===== config.mk =====
export PLATFORM = sky130hd
export DESIGN_NAME = thread_slot_round_robin_scheduler_unit
export DESIGN_NICKNAME = d
export VERILOG_FILES = /design/src/rtl/core/tsrr_pkg.sv /design/src/rtl/core/tsrr_ready_queue.sv /design/src/rtl/core/thread_slot_round_robin_scheduler_unit.sv
export VERILOG_INCLUDE_DIRS = /design/src /design/src/rtl/core
export SDC_FILE = /design/constraint.sdc
export NUM_CORES = 1
export LEC_CHECK = 0
export BUFFER_PORTS_ARGS = -buffer_cell sky130_fd_sc_hd__buf_2
export CAP_MARGIN = 20
export CORE_UTILIZATION = 30
export CTS_BUF_LIST = sky130_fd_sc_hd__clkbuf_4 sky130_fd_sc_hd__clkbuf_8
export DETAILED_ROUTE_END_ITERATION = 7
export PLACE_DENSITY = 0.46
export SLEW_MARGIN = 20
export SYNTH_ARGS = -nofsm -noshare
export SYNTH_HDL_FRONTEND = slang
export SYNTH_SLANG_ARGS = --single-unit

===== constraint.sdc =====
create_clock -name clk -period 13.6 [get_ports clk]
set_input_delay 0 -clock clk [delete_from_list [all_inputs] [get_ports clk]]
set_output_delay 0 -clock clk [all_outputs]
set_load 0.01 [all_outputs]

===== src/rtl/core/thread_slot_round_robin_scheduler_unit_assert.svh =====
// Assertion macros for the thread slot scheduler top level.
// Needs a clock and an active-low reset name at each use; no other dependencies.
`ifndef THREAD_SLOT_ROUND_ROBIN_SCHEDULER_UNIT_ASSERT_SVH
`define THREAD_SLOT_ROUND_ROBIN_SCHEDULER_UNIT_ASSERT_SVH

// Check a property every cycle outside reset.
`define TSRR_ASSERT(lbl, clk_i, rst_ni, prop) \
	lbl: assert property (@(posedge clk_i) disable iff (!rst_ni) (prop)) \
		else $error("tsrr: assertion failed");

// Check that a condition implies a consequence in the next cycle.
`define TSRR_ASSERT_NEXT(lbl, clk_i, rst_ni, ante, cons) \
	lbl: assert property (@(posedge clk_i) disable iff (!rst_ni) (ante) |=> (cons)) \
		else $error("tsrr: assertion failed");

`endif


===== src/rtl/core/tsrr_pkg.sv =====
// Package for the thread slot scheduler: request codes, payload structs, queue control.
// No dependencies; imported by tsrr_ready_queue and the top level.
package tsrr_pkg;

	localparam int unsigned SLOTS_W = 5;
	localparam logic [SLOTS_W-1:0] SLOTS_RESET = 5'd16;
	localparam int unsigned ADDR_W = 32;
	localparam int unsigned TID_W = 4;

	typedef enum logic [1:0] {
		REQ_CREATE = 2'd0,
		REQ_YIELD  = 2'd1,
		REQ_FINISH = 2'd2,
		REQ_NONE   = 2'd3
	} tsrr_req_t;

	typedef struct packed {
		tsrr_req_t           req_type;
		logic [ADDR_W-1:0]   entry_addr;
	} tsrr_in_t;

	typedef struct packed {
		logic [TID_W-1:0]    thread_id;
		logic                create_failed;
		logic                fresh_start;
		logic [ADDR_W-1:0]   start_addr;
		logic [TID_W-1:0]    running_thread;
	} tsrr_out_t;

	typedef struct packed {
		logic rd_en;
		logic push;
		logic pop;
	} tsrr_q_ctl_t;

endpackage


===== src/rtl/core/tsrr_ready_queue.sv =====
// Ready queue of the thread slot scheduler: circular buffer in a synchronous memory.
// Depends on tsrr_pkg for the control struct.
module tsrr_ready_queue #(
	parameter int unsigned DEPTH  = 16,
	parameter int unsigned DATA_W = 37
) (
	input  logic                       clk,
	input  logic                       arst_n,
	input  tsrr_pkg::tsrr_q_ctl_t      ctl,
	input  logic [DATA_W-1:0]          push_data,
	output logic [DATA_W-1:0]          head_data,
	output logic [$clog2(DEPTH+1)-1:0] count
);
	import tsrr_pkg::*;

	localparam int unsigned PTR_W = $clog2(DEPTH);
	localparam int unsigned CNT_W = $clog2(DEPTH + 1);

	logic [DATA_W-1:0] mem [DEPTH];
	logic [PTR_W-1:0]  head_q, tail_q;
	logic [CNT_W-1:0]  count_q;
	logic              push_ok, pop_ok;

	// A pop on an empty queue is served by a push of the same cycle.
	assign push_ok = ctl.push && (count_q < CNT_W'(DEPTH));
	assign pop_ok  = ctl.pop && ((count_q != '0) || push_ok);
	assign count   = count_q;

	function automatic logic [PTR_W-1:0] ptr_inc(input logic [PTR_W-1:0] p);
		ptr_inc = (p == PTR_W'(DEPTH - 1)) ? '0 : p + 1'b1;
	endfunction

	always_ff @(posedge clk or negedge arst_n) begin
		if (!arst_n) begin
			head_q  <= '0;
			tail_q  <= '0;
			count_q <= '0;
		end else begin
			if (push_ok) tail_q <= ptr_inc(tail_q);
			if (pop_ok)  head_q <= ptr_inc(head_q);
			count_q <= count_q + CNT_W'(push_ok) - CNT_W'(pop_ok);
		end
	end

	always_ff @(posedge clk) begin
		if (push_ok) mem[tail_q] <= push_data;
		if (ctl.rd_en) head_data <= mem[head_q];
	end

endmodule


===== src/rtl/core/thread_slot_round_robin_scheduler_unit.sv =====
// Thread slot round-robin scheduler, top level.
// An accepted request is held and runs in ST_EXEC; the result register loads when
// it fires, which waits while the output holds an unaccepted result. No new request
// is taken until then; the queue head is fetched at accept, consumed at execution.
// Reset: slot occupancy, queue pointers and running thread clear (main runs),
// slots_in_use returns to 16; the queue memory is not cleared.
`include "thread_slot_round_robin_scheduler_unit_assert.svh"

module thread_slot_round_robin_scheduler_unit #(
	parameter int unsigned MAX_THREADS = 16
) (
	input  logic                             clk,
	input  logic                             arst_n,
	input  logic                             cfg_we,
	input  logic [tsrr_pkg::SLOTS_W-1:0]     cfg_wdata,
	input  logic                             in_valid,
	output logic                             in_ready,
	input  tsrr_pkg::tsrr_in_t               in_data,
	output logic                             out_valid,
	input  logic                             out_ready,
	output tsrr_pkg::tsrr_out_t              out_data
);
	import tsrr_pkg::*;

	localparam int unsigned SLOT_W = $clog2(MAX_THREADS);
	localparam int unsigned CNT_W  = $clog2(MAX_THREADS + 1);
	// Only slots below slots_in_use (at most 31) can ever be created.
	localparam int unsigned SRCH_N = (MAX_THREADS < 32) ? MAX_THREADS : 32;
	// Queue entry: {fresh flag, entry address, slot number}.
	localparam int unsigned QD_W   = 1 + ADDR_W + SLOT_W;

	typedef enum logic {ST_IDLE, ST_EXEC} state_t;

	state_t                  state_q;
	logic                    out_valid_q;
	tsrr_out_t               out_data_q;
	tsrr_req_t               req_q;
	logic [ADDR_W-1:0]       entry_q;
	logic [SLOTS_W-1:0]      slots_q;
	logic [MAX_THREADS-1:0]  occ_q, occ_d;
	logic [SLOT_W-1:0]       cur_q, cur_d;

	tsrr_q_ctl_t             q_ctl;
	logic [QD_W-1:0]         q_push_data, q_head, pop_data;
	logic [CNT_W-1:0]        q_count;

	logic                    exec_fire, found, will_push, pop_ok, is_dispatch;
	logic [SLOT_W-1:0]       free_slot, pop_slot;
	tsrr_out_t               res;

	assign in_ready  = (state_q == ST_IDLE);
	assign out_valid = out_valid_q;
	assign out_data  = out_data_q;
	assign exec_fire = (state_q == ST_EXEC) && (!out_valid_q || out_ready);

	// Lowest empty slot from 1 up within the configured slot count.
	always_comb begin
		found     = 1'b0;
		free_slot = '0;
		for (int i = SRCH_N - 1; i >= 1; i--) begin
			if (!occ_q[i] && (6'(i) < {1'b0, slots_q})) begin
				found     = 1'b1;
				free_slot = SLOT_W'(i);
			end
		end
	end

	// Execute one request: queue traffic, occupancy, running thread, result.
	always_comb begin
		q_ctl       = '0;
		q_ctl.rd_en = in_valid && in_ready;
		q_push_data = '0;
		will_push   = 1'b0;
		res         = '0;
		occ_d       = occ_q;
		cur_d       = cur_q;
		is_dispatch = 1'b0;
		unique case (req_q)
			REQ_CREATE: begin
				res.create_failed  = !found;
				res.thread_id      = found ? TID_W'(free_slot) : '0;
				res.running_thread = TID_W'(cur_q);
				if (found) begin
					occ_d[free_slot] = 1'b1;
					will_push        = 1'b1;
					q_push_data      = {1'b1, entry_q, free_slot};
				end
			end
			REQ_YIELD: begin
				is_dispatch = 1'b1;
				if (cur_q != '0) begin
					// requeue the running thread as resumable
					will_push   = 1'b1;
					q_push_data = {1'b0, {ADDR_W{1'b0}}, cur_q};
				end
			end
			REQ_FINISH: begin
				is_dispatch = 1'b1;
				if (cur_q != '0) occ_d[cur_q] = 1'b0;
			end
			REQ_NONE: begin
				res.thread_id      = TID_W'(cur_q);
				res.running_thread = TID_W'(cur_q);
			end
			default: ;
		endcase

		// An empty queue hands back the thread pushed in this same cycle.
		pop_ok   = (q_count != '0) || (will_push && (q_count < CNT_W'(MAX_THREADS)));
		pop_data = (q_count == '0) ? q_push_data : q_head;
		pop_slot = pop_data[SLOT_W-1:0];

		if (is_dispatch) begin
			if (pop_ok) begin
				cur_d           = pop_slot;
				res.fresh_start = pop_data[QD_W-1];
				res.start_addr  = pop_data[QD_W-1] ? pop_data[QD_W-2 -: ADDR_W] : '0;
			end else begin
				cur_d = '0;
			end
			res.thread_id      = TID_W'(cur_d);
			res.running_thread = TID_W'(cur_d);
		end

		q_ctl.push = exec_fire && will_push;
		q_ctl.pop  = exec_fire && is_dispatch;
	end

	tsrr_ready_queue #(
		.DEPTH  (MAX_THREADS),
		.DATA_W (QD_W)
	) u_queue (
		.clk       (clk),
		.arst_n    (arst_n),
		.ctl       (q_ctl),
		.push_data (q_push_data),
		.head_data (q_head),
		.count     (q_count)
	);

	// Hold the accepted request for the execute state.
	always_ff @(posedge clk) begin
		if (in_valid && in_ready) begin
			req_q   <= in_data.req_type;
			entry_q <= in_data.entry_addr;
		end
	end

	// Sequencer state and result register.
	always_ff @(posedge clk or negedge arst_n) begin
		if (!arst_n) begin
			state_q     <= ST_IDLE;
			out_valid_q <= 1'b0;
			out_data_q  <= '0;
		end else begin
			unique case (state_q)
				ST_IDLE: begin
					if (in_valid) state_q <= ST_EXEC;
				end
				ST_EXEC: begin
					if (exec_fire) state_q <= ST_IDLE;
				end
				default: state_q <= ST_IDLE;
			endcase
			if (exec_fire) begin
				out_valid_q <= 1'b1;
				out_data_q  <= res;
			end else if (out_ready) begin
				out_valid_q <= 1'b0;
			end
		end
	end

	// Slot occupancy, running thread and slot count register.
	always_ff @(posedge clk or negedge arst_n) begin
		if (!arst_n) begin
			occ_q   <= '0;
			cur_q   <= '0;
			slots_q <= SLOTS_RESET;
		end else begin
			if (cfg_we) slots_q <= cfg_wdata;
			if (exec_fire) begin
				occ_q <= occ_d;
				cur_q <= cur_d;
			end
		end
	end

	// A running non-main thread always owns an occupied slot.
	`TSRR_ASSERT(a_cur_occupied, clk, arst_n, (cur_q == '0) || occ_q[cur_q])
	// The queue never holds more entries than there are occupied slots.
	`TSRR_ASSERT(a_queue_bound, clk, arst_n, 32'(q_count) <= 32'($countones(occ_q)))
	// A dispatch only hands out occupied slots, and the result shows it next cycle.
	`TSRR_ASSERT_NEXT(a_dispatch_occ, clk, arst_n, exec_fire && is_dispatch && pop_ok,
		occ_q[cur_q] && out_valid_q && (out_data_q.running_thread == TID_W'(cur_q)))

endmodule

=== Word-level counts from Yosys, hierarchy flattened ===
Memories as Yosys holds them, arrays and structs flattened. A register that Yosys moved wholly into a read port is not among the register bits.
Cells that the tools add are included.

* Register bits: 116
* Memory bits (writable): 592
* Input port bits: 44
* Memories: 1

* $add $sub $neg: 4
* $lt $le $gt $ge: 20
* Equal/unequal tests: 7
* Mux-type cells: 63
* Bitwise operators: 4
* Reduce and logical (&&, ||, !) cells: 54

{| class="wikitable"
|+ Memory list
! name !! words !! width !! rd ports !! clocked after memory_dff !! write ports !! line !! RTL
|-
| u_queue.mem || 16 || 37 || 1 || 1 || 1 || tsrr_ready_queue.sv:19 || <nowiki>logic [DATA_W-1:0] mem [DEPTH];</nowiki>
|}

{| class="wikitable"
|+ Operators by type and width
! cell !! count
|-
| two-way mux 37 bit || 3
|-
| two-way mux 4 bit || 22
|-
| case mux 37 bit (2 select lines) || 1
|-
| less-than comparator 4 x 5 -> 1 bit (first input constant) || 8
|-
| two-way mux 33 bit || 1
|-
| two-way mux 16 bit || 2
|-
| two-way mux 32 bit || 1
|-
| case mux 16 bit (2 select lines) || 1
|-
| two-way mux 1 bit || 27
|-
| logical AND 1 bit || 24
|-
| less-than comparator 3 x 5 -> 1 bit (first input constant) || 4
|-
| logical NOT 1 bit || 17
|-
| AND 16 bit || 1
|-
| inverter 16 bit || 1
|-
| OR 16 bit || 1
|-
| less-than comparator 2 x 5 -> 1 bit (first input constant) || 2
|-
| less-than comparator 4 x 5 -> 1 bit (second input constant) || 2
|-
| adder 4 x 1 -> 4 bit (second input constant) || 2
|-
| demux 1 bit (select 4 bit) || 2
|-
| == test 4 bit (second input constant) || 2
|-
| greater-or-equal comparator 4 x 1 -> 1 bit (second input constant) || 2
|-
| case mux 4 bit (2 select lines) || 1
|-
| adder 5 x 1 -> 5 bit || 1
|-
| logical NOT 5 bit || 1
|-
| other kinds (16) || 23
|}

=== Depth between registers and ports, before layout ===
Gate-level depths: netlist of run 1.

* Word-level depth: 24
* Mapped depth: 15

=== Modules after synthesis ===
Synthesis of run 1 repeated with hierarchy kept, for this count alone.

* Cells, all modules: 1618
* Area, all modules: 29465.8 µm²

{| class="wikitable"
|+ By module, submodules not included
! module !! instances !! cells an instance !! area an instance (µm²)
|-
| tsrr_ready_queue || 1 || 1191 || 24506.0
|-
| thread_slot_round_robin_scheduler_unit || 1 || 427 || 4959.8
|}

=== Least setup slack after synthesis of run 1 ===
OpenSTA, ideal clock, no wires.

* Path type: register to register
* From: reg slots_q[4]
* To: mem u_queue.mem[2][0], enable pin
* Setup time: 0.477 ns
* Arrival: 4.446 ns
* Data required time: 13.123 ns
* Slack: 8.677 ns
* Cell stages (with the launch flop): 10
* Path buffers: 2
* Path through: dfstp_2 -> buf_6 -> a21boi_1 -> a211oi_2 -> and2_1 -> a41oi_4 -> o21a_1 -> buf_4 -> nand2_1 -> nor3_1

* Word-level cells in the longest chain between the ends: 23

{| class="wikitable"
|+ RTL lines
! item !! line !! RTL
|-
| start, declared || thread_slot_round_robin_scheduler_unit.sv:39 || <nowiki>logic [SLOTS_W-1:0] slots_q;</nowiki>
|-
| start signal, assigned || thread_slot_round_robin_scheduler_unit.sv:181 || <nowiki>if (cfg_we) slots_q <= cfg_wdata;</nowiki>
|-
| less-than comparator 4 x 5 -> 1 bit || thread_slot_round_robin_scheduler_unit.sv:61 || <nowiki>if (!occ_q[i] && (6'(i) < {1'b0, slots_q})) begin</nowiki>
|-
| logical AND 1 bit || thread_slot_round_robin_scheduler_unit.sv:61 ||
|-
| two-way mux 1 bit (14 in a row) || thread_slot_round_robin_scheduler_unit.sv:61 ||
|-
| two-way mux 1 bit * || thread_slot_round_robin_scheduler_unit.sv:61 ||
|-
| two-way mux 1 bit * || thread_slot_round_robin_scheduler_unit.sv:83 || <nowiki>if (found) begin</nowiki>
|-
| case mux 1 bit (2 select lines) * || thread_slot_round_robin_scheduler_unit.sv:78 || <nowiki>unique case (req_q)</nowiki>
|-
| logical AND 1 bit * || thread_slot_round_robin_scheduler_unit.sv:125 || <nowiki>q_ctl.push = exec_fire && will_push;</nowiki>
|-
| logical AND 1 bit * || tsrr_ready_queue.sv:25 || <nowiki>assign push_ok = ctl.push && (count_q < CNT_W'(DEPTH));</nowiki>
|-
| named net u_queue.push_ok || tsrr_ready_queue.sv:22 || <nowiki>logic push_ok, pop_ok;</nowiki>
|-
| two-way mux 1 bit * || tsrr_ready_queue.sv:46 || <nowiki>if (push_ok) mem[tail_q] <= push_data;</nowiki>
|-
| two-way mux 1 bit (not written as such) * || tsrr_ready_queue.sv:46 ||
|-
| end, declared || tsrr_ready_queue.sv:19 ||
|}

The timed path passes the listed nets; every way through them passes the cells marked *.

=== Final worst setup path of run 1 ===
* From: reg slots_q[4]
* To: mem u_queue.mem[13][32], enable pin

* Word-level cells in the longest chain between the ends: 23

{| class="wikitable"
|+ RTL lines
! item !! line
|-
| less-than comparator 4 x 5 -> 1 bit || thread_slot_round_robin_scheduler_unit.sv:61
|-
| logical AND 1 bit || thread_slot_round_robin_scheduler_unit.sv:61
|-
| two-way mux 1 bit (14 in a row) || thread_slot_round_robin_scheduler_unit.sv:61
|-
| two-way mux 1 bit * || thread_slot_round_robin_scheduler_unit.sv:61
|-
| two-way mux 1 bit * || thread_slot_round_robin_scheduler_unit.sv:83
|-
| case mux 1 bit (2 select lines) * || thread_slot_round_robin_scheduler_unit.sv:78
|-
| logical AND 1 bit * || thread_slot_round_robin_scheduler_unit.sv:125
|-
| logical AND 1 bit * || tsrr_ready_queue.sv:25
|-
| two-way mux 1 bit * || tsrr_ready_queue.sv:46
|-
| two-way mux 1 bit (not written as such) * || tsrr_ready_queue.sv:46
|}

Every way passes the cells marked *; elsewhere a longest branch is shown, timed or not.

==> out/qor.txt, run 1 <==
post-CTS setup repair buffer count -> 0
Fmax -> 0.230 GHz
Most common cell on crit path -> buf_4
Top FF cell, synth -> edfxtp_1
Post-synth ARST share -> 0.109
Post-Syn Nets -> 1441
final hold vios -> 0
Hold Crit Class -> primary input to register
hold path startpoint -> out_ready
Synth area leaders -> edfxtp_1 (68%), mux4_2 (14%), dfrtp_1 (6.8%)
post-synthesis sequential area ratio -> 0.750
CTS tree -> yes
number of synthesis warnings -> 0
Int Power -> 4770 uW
GP Congestion -> 0.758
critical path endpoint category -> register
Remaining DRCs -> 0
Switching Share -> 0.296
total die area -> 98700 sq um
required time worst endpoint -> 14.01 ns
relative slew slack -> 0.283
final core utilization -> 0.362
HPWL after DPL -> 38.8 mm
placed cells -> 2704
Logic pwr share -> 0.254
share of the synthesized area in the top cell type -> 0.681
port bufs -> 87
RR Endpoint -> u_queue.mem[13][32]$_DFFE_PP_
Worst VDD drop -> 0.144 mV
num rows -> 114
vias -> 14500
Total Routed Length -> 69.5 mm
Power per Cell Area -> 194 nW/um^2
clk_lat worst skew -> 0.79 ns
first-pass GRT wire length -> 104 mm
drt initial violations -> 931
Critical Path Start -> slots_q[4]$_DFFE_PN1P_
Max Cap Viol -> 0
post-route cell area -> 34900 sq um
CTS sink count -> 744
GRT Util Overall -> 0.145
max incr delay on CP -> 0.68 ns
Fin Hold WS -> 0.119 ns
setup TNS -> 0 ns
initial antenna violation count -> 1
layout cell share with drive strength beyond 1 -> 0.365
cell taking the most area after synthesis -> edfxtp_1
vias in the first global route -> 15700
reg-to-reg slack, setup -> 9.26 ns
Setup crit start kind -> register
Boundary Pins -> 88
final setup vio count -> 0
clock network fraction of design power -> 0.306
critical path, cell by cell -> nor2_2 -> a211oi_1 -> nor3_2 -> a41oi_4 -> buf_4 -> o21a_1 -> nand2_1 -> nor2_4 -> buf_4
die width -> 314 microns
H-tree depth reported by CTS -> 4
mean area per synthesized cell -> 21.2 sq um
Final Cycle Share -> 0.319
Post-DRT Antenna Nets -> 0
R2R depth -> 9
area of the core -> 96600 sq um
Pins Over Slew Limit -> 0
root buf cell -> clkbuf_8
largest net degree at the start of global routing -> 89
drt first pass iters -> 5
non-filler cells, final -> 3039
Max Clock Skew -> 0.0526 ns
# fillers -> 8923
number of flops mapped to enable cells by yosys -> 663
Initial Util -> 0.303
Reg clk slew, reported paths -> 0.06 ns
worst-margin pin slew -> 1.08 ns
wire per inst -> 22.9 microns
commonest non-fill, non-tap cell in the layout -> edfxtp_1
#FFs+latches synth -> 744
CP arrival -> 4.75 ns
switching pwr -> 2010 uW
min cycle time layout -> 4.34 ns
gr ovfl total -> 0
Post-Syn Area -> 29200 sq um
RSZ-0062 raised after global routing -> no
most frequent cells in the layout -> edfxtp_1 (663), mux4_2 (185), clkbuf_8 (139)
post-synth cell types -> 70
status -> complete, no violations
Area growth, synth to finish -> 19.4%
Post-Place Cell Area -> 31300 sq um
leakage -> 0.0118 uW
cells after synthesis -> 1381
Reg power frac -> 0.440
Slowest-stage cell, CP -> dfstp_2
critical path class -> register to register
total CTS buffers -> 132
Die Height -> 314 microns
Vias/cell -> 4.76
RR Startpoint -> slots_q[4]$_DFFE_PN1P_
Clock Path Buffers -> 3
final-stage net count -> 1715
crit path to -> u_queue.mem[13][32]$_DFFE_PP_
CP Max Fanout -> 22
==> cell families (layout without fill, tap and decap cells) <==
| logic type | after synthesis | count (layout) | share of synthesized area |
|---|---|---|---|
| xor gates and xnor gates | 6 | 6 | 0.00180 |
| adders and majority gates | 17 | 17 | 0.00745 |
| AOI/OAI and AO/OA | 155 | 155 | 0.0402 |
| buffers and inverters | 96 | 476 | 0.0154 |
| DFF | 744 | 744 | 0.750 |
| and+or+nand+nor | 141 | 141 | 0.0282 |
| other | 0 | 2 | 0 |
| muxes | 222 | 222 | 0.157 |
==> repair_timing <==
item                      4_1_cts  5_1_grt
hold endpoints to repair      156        0
gates resized for setup         0        0
hold buffers                   93        0
==> worst min path at each step <==
stage                                         to  cells past startpoint  slack [ns]
final                      out_valid$_DFFE_PN0P_                      4        0.12
after global placement    slots_q[3]$_DFFE_PN0P_                      1       -0.04
after CTS                  out_valid$_DFFE_PN0P_                      4        0.02
after global routing       out_valid$_DFFE_PN0P_                      4        0.07
after floorplan             cur_q[0]$_DFFE_PN0P_                      0       -0.30
after detailed placement  slots_q[3]$_DFFE_PN0P_                      1       -0.03
==> power by group through the flow <==
stage	Clock (uW)	Combinational [uW]	Sequential, uW
2_1_floorplan	0	1270	2940
3_3_place_gp	0	1750	3030
3_5_place_dp	0	1760	3030
4_1_cts	2160	1790	2990
5_1_grt	2250	1880	3010
6_report	2080	1720	2980
==> worst max-delay path: cells and delay by family, from the launching register on <==
| kind | cells | cell delay [ns] |
|---|---|---|
| buf+inv | 2 | 0.89 |
| simple gates | 4 | 1.24 |
| flops | 1 | 0.68 |
| compound gates | 3 | 1.15 |
==> flip-flops by register name (all words and copies together), names as in the netlist, 5 cells and up <==
register           count
u_queue.count          5
slots_q                5
occ_q                 15
u_queue.head_data     37
entry_q               32
out_data              42
u_queue.mem          592
==> metal layers <==
| metal | global-route usage | share of wire | up-vias |
|---|---|---|---|
| met2 | 0.231 | 0.48 | 323 |
| met3 | 0.0287 | 0.043 | 114 |
| met5 | 0 | 0 | - |
| li1 | - | - | 6298 |
| met1 | 0.197 | 0.45 | 7727 |
| met4 | 0.0489 | 0.019 | 0 |
==> cells in the mapped netlist (all sizes together), types with 2 or more instances <==
master	number
nor2b	3
inv	22
ha	15
o211a	2
or2	4
o31ai	2
o21a	2
a22oi	2
buf	31
and3	2
and2	35
a22o	40
xor2	2
a211oi	3
or3	4
nand2b	11
dfrtp	80
nand4	2
a21boi	2
a2111oi	2
clkbuf	43
o221a	3
a21o	6
o41ai	4
mux4	185
nor3	9
a221o	2
a21oi	18
xnor2	4
nand3	4
o2111ai	3
mux2	37
a31o	2
edfxtp	663
nor2	27
a311oi	2
nand2	35
a31oi	4
o21ai	47
==> cell type report <==
| type | count | area, sq um | area share |
|---|---|---|---|
| Antenna cell | 2 | 5.00 | 0.000143 |
| Clock buffer | 187 | 2270 | 0.0651 |
| Clock inverter | 53 | 388 | 0.0111 |
| Inverter | 22 | 82.6 | 0.00236 |
| Multi-Input combinational cell | 541 | 6990 | 0.200 |
| Sequential cell | 744 | 21900 | 0.628 |
| Tap cell | 1276 | 1600 | 0.0457 |
| Timing Repair Buffer | 214 | 1650 | 0.0471 |
==> stage by stage <==
stage,total power (uW),setup WS (ns)
final,6780,9.26
after global routing,7140,9.06
after CTS,6930,9.27
after detailed placement,4790,9.27
after global placement,4780,9.30
after floorplan,4200,8.68
(Power assumes the default switching activity.)
==> inputs of run 2 (changes only) <==
--- a/config.mk
+++ b/config.mk
@@ -6,12 +6,13 @@
 export SDC_FILE = /design/constraint.sdc
 export NUM_CORES = 1
 export LEC_CHECK = 0
+export ABC_AREA = 1
 export BUFFER_PORTS_ARGS = -buffer_cell sky130_fd_sc_hd__buf_2
 export CAP_MARGIN = 20
 export CORE_UTILIZATION = 30
 export CTS_BUF_LIST = sky130_fd_sc_hd__clkbuf_4 sky130_fd_sc_hd__clkbuf_8
 export DETAILED_ROUTE_END_ITERATION = 7
-export PLACE_DENSITY = 0.46
+export PLACE_DENSITY = 0.48
 export SLEW_MARGIN = 20
 export SYNTH_ARGS = -nofsm -noshare
 export SYNTH_HDL_FRONTEND = slang
==> constraint.sdc (replaced) <==
create_clock -name clk -period 3.8 [get_ports clk]
set_input_delay 0 -clock clk [delete_from_list [all_inputs] [get_ports clk]]
set_output_delay 0 -clock clk [all_outputs]
set_load 0.01 [all_outputs]
==> run 2 against run 1 <==
- non-clock buffer count rose by 50
- register-to-register slack got worse by 8.7 ns
- utilization rose by 0.60 points
- clock power rose to 3.7 times the previous value
- largest cell class unchanged
- combinational power rose to 4.6 times the previous value
- power rose to 3.8 times the previous value
- sequential share of layout area fell by 2.5 points
- synthesized cell count rose by 71%
==> out/qor.txt, run 2 <==
Synth area leaders -> edfxtp_1 (66%), dfrtp_1 (6.6%), nor2_1 (5.3%)
Pins Over Slew Limit -> 0 (unchanged)
critical path, cell by cell -> nor2_4 -> nand2_2 -> o21bai_2 -> nand2_1 -> a21oi_4 -> nand3_4 -> nand2_4 -> nand3_2 -> nand2_2 -> inv_4 -> ha_1 -> inv_1 -> ha_1 -> fa_1 -> a21oi_1 -> nor2_1 -> nor2_1 -> xor2_1
critical path class -> register to register
first-pass GRT wire length -> 123 mm (+18%)
Area growth, synth to finish -> 20.8%
Top FF cell, synth -> edfxtp_1
initial antenna violation count -> 2 (+1)
Power, Total -> 26100 uW (+280%)
GRT Util Overall -> 0.160 (+0.0156)
total die area -> 102000 sq um (+3.0%)
most flop-heavy register -> u_queue.mem
drt initial violations -> 1494 (+60%)
max layer used -> met4
RSZ-0062 raised after global routing -> no
HPWL after DPL -> 45.9 mm (+18%)
min cycle time layout -> 3.28 ns (-1.07 ns)
most frequent cells in the layout -> edfxtp_1 (663), nor2_1 (405), nand2_1 (300)
Power per Cell Area -> 717 nW/um^2 (+270%)
Post-DRT Antenna Nets -> 0 (unchanged)
crit path buf inv count -> 2 (unchanged)
total CTS buffers -> 137 (+3.8%)
status -> complete, no violations
CTS sink count -> 744 (unchanged)
Reg clk slew, reported paths -> 0.06 ns (about the same)
GP Congestion -> 0.817 (+7.8%)
met2 wire length -> 38.0 mm (+13%)
Vias/cell -> 4.88 (+2.5%)
final core utilization -> 0.368 (+0.00597)
Setup crit start kind -> register
clk_lat worst skew -> 0.80 ns (about the same)
commonest non-fill, non-tap cell in the layout -> edfxtp_1
leakage -> 0.0132 uW (+12%)
synth cell count leaders -> edfxtp_1 (663), nor2_1 (423), nand2_1 (301), o21ai_0 (175), inv_1 (128)
most frequent cell after synthesis -> edfxtp_1
vias in the first global route -> 19700 (+25%)
worst-margin pin slew -> 1.07 ns (-0.00925 ns)
Worst VDD drop -> 0.461 mV (+220%)
Synth Area in Simple Gates -> 0.112 (+0.0840)
#FFs+latches synth -> 744 (unchanged)
post-cts resize count -> 0 (unchanged)
Max Clock Skew -> 0.0443 ns (-0.00832 ns)
gr ovfl total -> 0 (unchanged)
share of the synthesized area in the top cell type -> 0.661 (-0.0202)
WL met3 -> 4.22 mm (+41%)
worst slack at placement -> 0.548 ns (-8.72 ns)
Clock Path Buffers -> 3 (unchanged)
Remaining DRCs -> 0 (unchanged)
post-synth cell types -> 46 (-34%)
area of the core -> 99000 sq um (+2.5%)
Hold Crit Class -> primary input to register
Worst path top cell family by delay -> simple AND/OR/NAND/NOR gates
# fillers -> 9563 (+7.2%)
die width -> 319 microns (+1.5%)
CP Max Fanout -> 7 (-68%)
Final Cycle Share -> 0.862 (+0.543)
Multi-input gate area -> 7260 sq um (+4.0%)
Hold Buf Count CTS -> 95 (+2.2%)
num rows -> 115 (+0.88%)
Post-Syn Nets -> 2425 (+68%)
cells after synthesis -> 2365 (+71%)
largest net degree at the start of global routing -> 179 (+100%)
met1 WL -> 37.4 mm (+19%)
drt first pass iters -> 5 (unchanged)
Compound-Gate Fraction of Synth Area -> 0.0960 (+0.0558)
required time worst endpoint -> 4.52 ns (-9.49 ns)
post-route cell area -> 36400 sq um (+4.2%)
final-stage net count -> 2693 (+57%)
multiplexer share of the synthesized area -> 0.0196 (-0.137)
Post-Place Cell Area -> 32700 sq um (+4.3%)
cell taking the most area after synthesis -> edfxtp_1
number of flops mapped to enable cells by yosys -> 663 (unchanged)
H-tree depth reported by CTS -> 4 (unchanged)
vias -> 19600 (+36%)
layout cell share with drive strength beyond 1 -> 0.172 (-0.194)
critical path endpoint category -> register
register area -> 21900 sq um (unchanged)
Post-Syn Area -> 30100 sq um (+3.1%)
Max Cap Viol -> 0 (unchanged)
post-CTS setup repair buffer count -> 0 (unchanged)
relative slew slack -> 0.289 (+0.00617)
CP arrival -> 4.00 ns (-0.75 ns)
final hold vios -> 0 (unchanged)
final setup vio count -> 0 (unchanged)
Total Routed Length -> 81.3 mm (+17%)
Synth Area in Adders -> 0.00689 (-0.000553)
Boundary Pins -> 88 (unchanged)
mean area per synthesized cell -> 12.7 sq um (-40%)
post-synthesis sequential area ratio -> 0.728 (-0.0222)
CTS tree -> yes
combinational family with the most area after synthesis -> simple AND/OR/NAND/NOR gates
setup TNS -> 0 ns (unchanged)
Slowest-stage cell, CP -> dfrtp_1
final setup margin -> 0.523 ns (-8.73 ns)
Die Height -> 319 microns (+1.5%)
wire per inst -> 20.2 microns (-12%)
Fmax -> 0.305 GHz (+33%)
Initial Util -> 0.304 (+0.00159)
port bufs -> 87 (unchanged)
Largest register FFs -> 592 (unchanged)
xor/xnor share of the synthesized area -> 0.00174 (-0.0000533)
number of synthesis warnings -> 0 (unchanged)
Post-synth ARST share -> 0.109 (unchanged)
root buf cell -> clkbuf_8
max incr delay on CP -> 0.44 ns (-0.24 ns)
[run 2: area by class of cell]
| type | count | area share |
|---|---|---|
| antenna | 2 | 0.000138 |
| multi-input combinational | 1349 | 0.200 |
| timing repair buffer | 264 | 0.0635 |
| sequential | 744 | 0.603 |
| inverter | 137 | 0.0143 |
| tap | 1287 | 0.0442 |
| clock buffer | 191 | 0.0652 |
| clock inverter | 54 | 0.0101 |
[run 2: metal layers]
layer / GRT usage / vias up
met5: 0 / -
met4: 0.0532 / 0
met3: 0.0316 / 113
met2: 0.254 / 533
met1: 0.219 / 9903
li1: - / 9098
[run 2: cell families (layout without fill, tap and decap cells)]
family	after synthesis	count (layout)
AOI/OAI and AO/OA	422	422
xor gates and xnor gates	6	6
adders and majority gates	16	16
buffers and inverters	272	646
DFF	744	744
muxes	59	59
other	0	2
and+or+nand+nor	846	846
[run 2: worst paths after layout]
check	startpoint	to	slack, ns	cells past startpoint
max	slots_q[3]$_DFFE_PN0P_	u_queue.count[4]$_DFF_PN0_	0.52	18
min	in_valid	state_q$_DFF_PN0_	0.11	4
max reg2reg	slots_q[3]$_DFFE_PN0P_	u_queue.count[4]$_DFF_PN0_	0.52	18
min reg2reg	out_data[6]$_DFFE_PN0P_	out_data[6]$_DFFE_PN0P_	0.48	2
max in group asynchronous	arst_n	out_data[27]$_DFFE_PN0P_	2.98	4
min in group asynchronous	arst_n	slots_q[4]$_DFFE_PN1P_	0.36	3
[run 2: stage by stage]
stage / hold WS (ns) / cells
floorplan: -0.296 / 2365
global route: 0.0948 / 4028
detailed placement: 0.178 / 3685
CTS: 0.0154 / 4025
finish: 0.107 / 4028
global placement: 0.177 / 3685
[run 2: worst register-to-register path, stage by stage (launching register included)]
cell and delay, ns:
dfrtp_1 0.44, nor2_4 0.21, nand2_2 0.12, o21bai_2 0.16, nand2_1 0.13, a21oi_4 0.20
nand3_4 0.14, nand2_4 0.11, nand3_2 0.08, nand2_2 0.13, inv_4 0.07, ha_1 0.27
inv_1 0.04, ha_1 0.20, fa_1 0.42, a21oi_1 0.16, nor2_1 0.05, nor2_1 0.12
xor2_1 0.17
[run 2: where the power goes]
| part | leakage (uW) | total, uW | switching (uW) | internal [uW] |
|---|---|---|---|---|
| combinational | 0.00469 | 7930 | 5470 | 2460 |
| sequential | 0.00711 | 10500 | 452 | 10100 |
| clock | 0.00144 | 7650 | 3390 | 4260 |
